[src/hw/rtl/depth_histogram_colorizer_defines.svh]
// assertion macros shared by the colorizer rtl
`ifndef DEPTH_HISTOGRAM_COLORIZER_DEFINES_SVH
`define DEPTH_HISTOGRAM_COLORIZER_DEFINES_SVH
`ifndef ASSERT_OFF
`define DHC_ASSERT(lbl, clk, rst, prop) \
   lbl: assert property (@(posedge clk) disable iff (rst) prop) else $error("check failed");
`define DHC_NEVER(lbl, clk, rst, cond) \
   lbl: assert property (@(posedge clk) disable iff (rst) !(cond)) else $error("check failed");
`else
`define DHC_ASSERT(lbl, clk, rst, prop)
`define DHC_NEVER(lbl, clk, rst, cond)
`endif
`endif

[src/hw/rtl/dhc_pkg.sv]
// shared types and constants of the depth histogram colorizer
`default_nettype none
package dhc_pkg;
   localparam int DEPTH_BITS = 16;
   localparam int COUNT_BITS = 20;
   localparam int IN_BITS    = 16;
   localparam int LIMIT_BITS = 17;
   localparam int LEVEL_BITS = 8;
   localparam int NUM_BITS   = COUNT_BITS + LEVEL_BITS;
   localparam logic [COUNT_BITS-1:0] COUNT_MAX = '1;
   localparam logic [LEVEL_BITS-1:0] LEVEL_MAX = 8'd255;
   localparam logic [LIMIT_BITS-1:0] LIMIT_RESET = 17'h10000;

   typedef enum logic [1:0] {
      REQ_ACCUMULATE = 2'd0,
      REQ_FINALIZE   = 2'd1,
      REQ_MAP        = 2'd2,
      REQ_CLEAR      = 2'd3
   } req_code_type;

   typedef enum logic [2:0] {
      OP_NONE, OP_ACC, OP_FIN, OP_MAP, OP_MAPZ, OP_CLR
   } op_type;

   typedef enum logic [2:0] {
      ST_INIT, ST_IDLE, ST_ACC_WR, ST_FIN, ST_MAP_RD, ST_MAP_DIV, ST_CLR
   } state_type;

   typedef struct packed {
      op_type                op;
      logic [DEPTH_BITS-1:0] addr;
   } entry_type;

   typedef struct packed {
      logic      valid;
      entry_type entry;
   } head_type;

   typedef struct packed {
      logic init_busy;
   } back_status_type;

   function automatic logic in_table(input logic [IN_BITS-1:0] d);
      logic [IN_BITS:0] wide;
      wide = {1'b0, d};
      return (wide >> DEPTH_BITS) == '0;
   endfunction
endpackage
`default_nettype wire

[src/hw/rtl/dhc_front.sv]
// request classification and the two-entry queue to the back end
`default_nettype none
`include "depth_histogram_colorizer_defines.svh"
module dhc_front (
   input  wire                              clock,
   input  wire                              reset,
   input  wire                              start,
   output logic                             busy,
   input  wire  [1:0]                       req_type,
   input  wire  [dhc_pkg::IN_BITS-1:0]      req_depth_value,
   input  wire  [dhc_pkg::LIMIT_BITS-1:0]   depth_limit,
   input  wire  dhc_pkg::back_status_type   status,
   input  wire                              pop,
   output dhc_pkg::head_type                head
);
   dhc_pkg::entry_type entries_ff [2];
   logic [1:0] count_ff, count_in;
   logic       wp_ff, wp_in, rp_ff, rp_in;
   dhc_pkg::op_type op;
   logic push, full;

   always_comb begin
      op = dhc_pkg::OP_NONE;
      unique case (dhc_pkg::req_code_type'(req_type))
         dhc_pkg::REQ_ACCUMULATE: begin
            if (req_depth_value != '0 && {1'b0, req_depth_value} < depth_limit &&
                dhc_pkg::in_table(req_depth_value))
               op = dhc_pkg::OP_ACC;
         end
         dhc_pkg::REQ_FINALIZE: op = dhc_pkg::OP_FIN;
         dhc_pkg::REQ_MAP: op = dhc_pkg::in_table(req_depth_value) ?
                                dhc_pkg::OP_MAP : dhc_pkg::OP_MAPZ;
         dhc_pkg::REQ_CLEAR: op = dhc_pkg::OP_CLR;
         default: op = dhc_pkg::OP_NONE;
      endcase
   end

   assign full = count_ff == 2'd2;
   assign busy = full || status.init_busy;
   assign push = start && !busy && op != dhc_pkg::OP_NONE;
   assign head.valid = count_ff != 2'd0;
   assign head.entry = entries_ff[rp_ff];

   always_comb begin
      wp_in    = push ? ~wp_ff : wp_ff;
      rp_in    = (pop && head.valid) ? ~rp_ff : rp_ff;
      count_in = count_ff + 2'(push) - 2'(pop && head.valid);
   end

   always_ff @(posedge clock) begin
      if (reset) begin
         count_ff <= '0;
         wp_ff    <= 1'b0;
         rp_ff    <= 1'b0;
      end else begin
         count_ff <= count_in;
         wp_ff    <= wp_in;
         rp_ff    <= rp_in;
      end
      if (push) begin
         entries_ff[wp_ff].op   <= op;
         entries_ff[wp_ff].addr <= req_depth_value[dhc_pkg::DEPTH_BITS-1:0];
      end
   end

   `DHC_NEVER(a_count_range, clock, reset, count_ff == 2'd3)
   `DHC_NEVER(a_pop_empty, clock, reset, pop && !head.valid)
   `DHC_NEVER(a_push_busy, clock, reset, push && busy)
endmodule
`default_nettype wire

[config.mk]
export PLATFORM = sky130hd
export DESIGN_NAME = dhc_front
export DESIGN_NICKNAME = d
export VERILOG_FILES = /design/src/hw/rtl/dhc_pkg.sv /design/src/hw/rtl/dhc_front.sv
export VERILOG_INCLUDE_DIRS = /design/src /design/src/hw/rtl
export SDC_FILE = /design/constraint.sdc
export NUM_CORES = 1
export LEC_CHECK = 0
export ABC_CLOCK_PERIOD_IN_PS = 3450
export BUFFER_PORTS_ARGS = -buffer_cell sky130_fd_sc_hd__buf_2
export CAP_MARGIN = 20
export CELL_PAD_IN_SITES_DETAIL_PLACEMENT = 1
export CELL_PAD_IN_SITES_GLOBAL_PLACEMENT = 2
export CORE_ASPECT_RATIO = 2
export CORE_MARGIN = 3
export CORE_UTILIZATION = 34
export DETAILED_ROUTE_END_ITERATION = 7
export HOLD_SLACK_MARGIN = 0.12
export PLACE_DENSITY = 0.82
export SYNTH_ARGS = -nofsm -noshare
export SYNTH_HDL_FRONTEND = slang
export SYNTH_SLANG_ARGS = --single-unit
[constraint.sdc]
create_clock -name clock -period 3.45 [get_ports clock]
set_input_delay 0 -clock clock [delete_from_list [all_inputs] [get_ports clock]]
set_output_delay 0 -clock clock [all_outputs]
set_load 0.05 [all_outputs]
Word-level counts from Yosys, hierarchy flattened
Memory sizes are Yosys's and may differ from the RTL's. A register that Yosys moved wholly into a read port is not among the register bits.
Index checks and enable logic that the tools add are counted.
W data, S select, Z words.
{"block": "word_totals", "reg_bits": 4, "ram_bits": 38, "in_bits": 40, "output_inout_bits": 21, "word_cells": 29, "mem_count": 1}
{"block": "classes", "add_sub_neg": 2, "order_cmp": 1, "n_eq_ne": 4, "muxes": 6, "bitwise_logic": 2, "reduce_logical": 10}
{"name": "entries_ff", "words": 2, "word_bits": 19, "rd": 1, "rd_clocked_by_memory_dff": 1, "write_ports": 1, "line": "dhc_front.sv:16", "text": "dhc_pkg::entry_type entries_ff [2];"}
{"operator": "$lt A16 B17 Y1", "count": 1}
{"operator": "$reduce_bool A16 Y1", "count": 1}
{"operator": "$pmux W3 S4", "count": 1}
{"operator": "$eq A2 B2 Y1 const B", "count": 3}
{"operator": "$mux W1", "count": 5}
{"operator": "$logic_and A1 B1 Y1", "count": 4}
{"operator": "$reduce_bool A3 Y1", "count": 1}
{"operator": "$add A2 B1 Y2", "count": 1}
{"operator": "$eq A2 B1 Y1 const B", "count": 1}
{"operator": "$logic_not A2 Y1", "count": 1}
{"operator": "$not A1 Y1", "count": 2}
{"operator": "$reduce_bool A2 Y1", "count": 1}
{"operator": "$sub A2 B1 Y2", "count": 1}
{"operator": "$logic_not A1 Y1", "count": 1}
{"operator": "$logic_or A1 B1 Y1", "count": 1}

Depth between registers and ports, before layout
{"block": "depth", "depth_word": 8, "ltp_mapped": 13, "depth_no_buf": 13}

Least setup slack after synthesis
Ideal clock, no wire load.
{"block": "synth_timing", "path_kind": "in2reg", "startpoint": "input port depth_limit[14] (netlist bit)", "endpoint": "memory entries_ff[1][0] (netlist bit) (enable)", "setup_ps": 395, "arrival_time_ps": 2150, "required_time_ps": 3055, "path_slack_ps": 906, "stages": 8, "n_path_buf": 0, "cell_sequence": "inv_1 > ha_1 > a21o_1 > a21oi_2 > o221a_2 > nor2b_2 > or3_2 > nor2_1"}
{"block": "synth_via", "elab_chain_cells": 8}
{"item": "start, declared", "line": "dhc_front.sv:11", "text": "input wire [dhc_pkg::LIMIT_BITS-1:0] depth_limit,"}
{"item": "$lt A16 B17 Y1", "line": "dhc_front.sv:26", "text": "if (req_depth_value != '0 && {1'b0, req_depth_value} < depth_limit &&"}
{"item": "$logic_and A1 B1 Y1", "line": "dhc_front.sv:26"}
{"item": "$mux W1", "line": "dhc_front.sv:26"}
{"item": "$pmux W3 S4", "line": "dhc_front.sv:24", "text": "unique case (dhc_pkg::req_code_type'(req_type))"}
{"item": "$reduce_bool A3 Y1", "line": "dhc_front.sv:40", "text": "assign push = start && !busy && op != dhc_pkg::OP_NONE;"}
{"item": "$logic_and A1 B1 Y1", "line": "dhc_front.sv:40"}
{"item": "$mux W1", "line": "dhc_front.sv:60", "text": "if (push) begin"}
{"item": "$mux W1 (not written as such)", "line": "dhc_front.sv:62", "text": "entries_ff[wp_ff].addr <= req_depth_value[dhc_pkg::DEPTH_BITS-1:0];"}
{"item": "end, declared", "line": "dhc_front.sv:16"}
Every way passes these cells.

Worst setup path after layout
{"block": "layout_timing", "startpoint": "input port req_depth_value[6] (netlist bit)", "endpoint": "register count_ff[1]"}
{"block": "layout_via", "elab_chain_cells": 8, "word_cells_on_any_way": 9, "classes_between": "add/sub: 2; order compare: 1; mux: 2; reduce/logical: 4"}
{"item": "start, declared", "line": "dhc_front.sv:10", "text": "input wire [dhc_pkg::IN_BITS-1:0] req_depth_value,"}
{"item": "$lt A16 B17 Y1 or $reduce_bool A16 Y1 (tied branches)", "line": "dhc_front.sv:26"}
{"item": "$logic_and A1 B1 Y1 (*)", "line": "dhc_front.sv:26"}
{"item": "$mux W1 (*)", "line": "dhc_front.sv:26"}
{"item": "$pmux W3 S4 (*)", "line": "dhc_front.sv:24"}
{"item": "$reduce_bool A3 Y1 (*)", "line": "dhc_front.sv:40"}
{"item": "$logic_and A1 B1 Y1 (*)", "line": "dhc_front.sv:40"}
{"item": "$add A2 B1 Y2 (*)", "line": "dhc_front.sv:47", "text": "count_in = count_ff + 2'(push) - 2'(pop && head.valid);"}
{"item": "$sub A2 B1 Y2 (*)", "line": "dhc_front.sv:47"}
{"item": "end signal, assigned", "line": "dhc_front.sv:56", "text": "count_ff <= count_in;"}
{"item": "end, declared", "line": "dhc_front.sv:17", "text": "logic [1:0] count_ff, count_in;"}
Mark *: on every way between the ends. The rest lies on a longest branch, timed or not.
A chain may end at the register's enable or synchronous reset.

==> flow_summary.yaml <==
cells_and_area:
  final_nets: 302
  mostFrequentLayoutCells: "buf_2, edfxtp_1, inv_1"
  drive_above_1_share: 0.3827
  synthToLayoutAreaGrowth_pct: 32.56
  final_common_cell: "buf_2"
  final_util: 0.4673
  fillers: 660
  n_antenna_cell: 0
die:
  initial_core_util: 0.3525
  io-pin-count: 61
  die_w_um: 61.80
  die_h_um: 117.6
  fp.coreArea_um2: 6006
  rows: 40
  die_area_um2: 7266
clock_network:
  clock_path_buffers: 2
  clock-sinks: 43
  cts_buffers: 5
  post_cts_buffers: 0
  insertion_delay_ns: 0.28
  tritoncts: "yes"
  path_clk_slew_ns: 0.06
  clock-root-buffer: "clkbuf_16"
  htreeDepth: 2
  hold_buffers: 17
  cts.repair.resized: 0
sta:
  hold_viol_final: 0
  timing.fmax_ghz: 0.3533
  finClkSkew_ns: 0.004633
  min_period_over_period: 0.8205
  period_needed_ns: 2.831
  grt_setup_unrepaired: "false"
  slew_viol_final: 0
  fin_setup_tns_ns: 0
  final-setup-viol-count: 0
  tightest_slew_ns: 0.8526
  holdWs_ns: 0.1293
  relSlewSlack: 0.4308
logic_synthesis:
  synth_nets: 219
  syn_area_per_cell_um2: 13.31
  ys_seq_elements: 43
  yosys_warnings: 0
  syn_inst: 159
  netlist_area_um2: 2117
  synthDistinctLibCells: 32
  seq_area_frac_synth: 0.5863
worst_setup_path:
  cp_data_arrival_time_ns: 3.01
  r2r_end: "count_ff[1]$_SDFF_PP0_"
  cp-start-kind: "primary input"
  r2r_start: "count_ff[0]$_SDFF_PP0_"
  worstSetupPathType: "in -> reg"
  crit_end: "count_ff[1]$_SDFF_PP0_"
  critPathCaptureType: "flop"
  cp_max_fo: 4
  reg2reg_depth: 10
  startpoint: "req_depth_value[6]"
  worstPathRequired_ns: 3.63
  rrSetupSlack_ns: 1.34
routing:
  route.vias.total: 1491
  viasPerCell: 4.873
  drtIter0Drc: 32
  ant_nets: 0
  wl_um: 4820
  wire_per_inst_um: 15.75
  drtPass1Iterations: 4
  drcViolationCount: 0
global_route:
  grt_pass1_vias: 1665
  grt_max_degree: 20
  grt_overflow: 0
  grt_usage: 0.1438
  grt_pass1_wl_um: 7776
  antenna_found_initial: 0
flow_run:
  max_cap_violations: 0
min_path:
  min_path_type: "in -> reg"
power:
  leakage_nw: 1.214
  ir_drop_uv: 415.1
  power_mw: 1.724
  power.density_nw_per_um2: 614.1
place:
  place.gp.congestion: 0.7970
  hpwl_um: 3735
  io_buffers: 60
outcome:
  status: "complete, no violations"
-- where the power goes --
group | internal [mW] | switching [mW] | total (mW)
clock network | 0.267 | 0.183 | 0.450
logic | 0.210 | 0.395 | 0.605
registers | 0.621 | 0.0479 | 0.669
-- metrics by stage --
stage | setup slack (ns) | instances | area [um2]
final | 0.6192 | 306 | 2806
after global routing | 0.4026 | 306 | 2806
after CTS | 0.6066 | 306 | 2806
after detailed placement | 0.8917 | 281 | 2495
after global placement | 0.9004 | 281 | 2495
after floorplan | 0.9056 | 159 | 2117
-- synth_stat cells (all sizes together) --
master | count | share of area
edfxtp | 38 | 0.54
o21a | 1 | 0.0035
or3 | 2 | 0.0065
xnor2 | 2 | 0.0083
and2 | 1 | 0.0030
mux2 | 19 | 0.10
nor2 | 7 | 0.012
nor2b | 3 | 0.010
or2 | 1 | 0.0030
nand4b | 1 | 0.0041
nor4 | 4 | 0.012
a211oi | 1 | 0.0035
xor2 | 1 | 0.0041
o2bb2ai | 1 | 0.0041
dfxtp | 5 | 0.047
a21o | 1 | 0.0035
nand2 | 8 | 0.014
o21ai | 2 | 0.0047
nand4 | 1 | 0.0030
a21oi | 10 | 0.027
o31ai | 1 | 0.0035
buf | 2 | 0.0041
a41oi | 2 | 0.0083
o221a | 1 | 0.0053
inv | 23 | 0.041
ha | 20 | 0.12
or4 | 1 | 0.0053
-- kinds of logic after synthesis --
| family | Yosys count | synth area share |
|---|---|---|
| AO/OA/AOI/OAI | 20 | 0.06383 |
| XOR/XNOR | 3 | 0.01241 |
| adder cells (fa/ha/maj) | 20 | 0.1182 |
| buffers and inverters | 25 | 0.04491 |
| flip-flops | 43 | 0.5863 |
| multiplexers | 19 | 0.1011 |
| AND/OR/NAND/NOR | 29 | 0.07330 |
-- cell type report --
type | count | area, um2 | area share
inverters | 23 | 86.33 | 0.03076
repair buffers | 78 | 478.0 | 0.1703
clock inverters | 2 | 12.51 | 0.004458
flip-flops and latches | 43 | 1241 | 0.4423
well taps | 63 | 78.83 | 0.02809
multi-input cells | 91 | 780.7 | 0.2782
clock buffers | 6 | 128.9 | 0.04592
-- state kept, by name, summed over array words and instances, names as in the netlist, named ones only --
signal / flops
wp_ff: 1
rp_ff: 1
entries_ff: 38
count_ff: 2
-- metal layers --
metal,GRT usage,part of all wire,vias to the layer above
li1,-,-,744
met1,0.1562,0.37,715
met2,0.2585,0.58,27
met3,0.02415,0.032,5
met4,0.05578,0.020,0
met5,0,0,-
-- worst max-delay path: stages --
cell,delay [ns]
dlygate4sd3_1,0.55
buf_2,0.15
ha_1,0.30
a21oi_1,0.14
o21ai_0,0.11
a41oi_1,0.25
a21oi_1,0.15
or3_2,0.49
ha_1,0.30
inv_1,0.06
ha_1,0.15
xor2_1,0.18
xnor2_1,0.13
nor2_1,0.05
-- worst min-delay path by stage --
stage                  startpoint                    endpoint  slack (ns)  cells after the start
3_3_place_gp   req_depth_value[6]  entries_ff[1][6]$_DFFE_PP_        0.22                      1
4_1_cts                     start          wp_ff$_SDFFE_PP0P_        0.14                      4
2_1_floorplan               reset          wp_ff$_SDFFE_PP0P_        0.06                      1
5_1_grt                     start          wp_ff$_SDFFE_PP0P_        0.16                      4
3_5_place_dp   req_depth_value[6]  entries_ff[1][6]$_DFFE_PP_        0.23                      1
6_report                    start          wp_ff$_SDFFE_PP0P_        0.13                      4
Power figures use the tool's default switching activity.
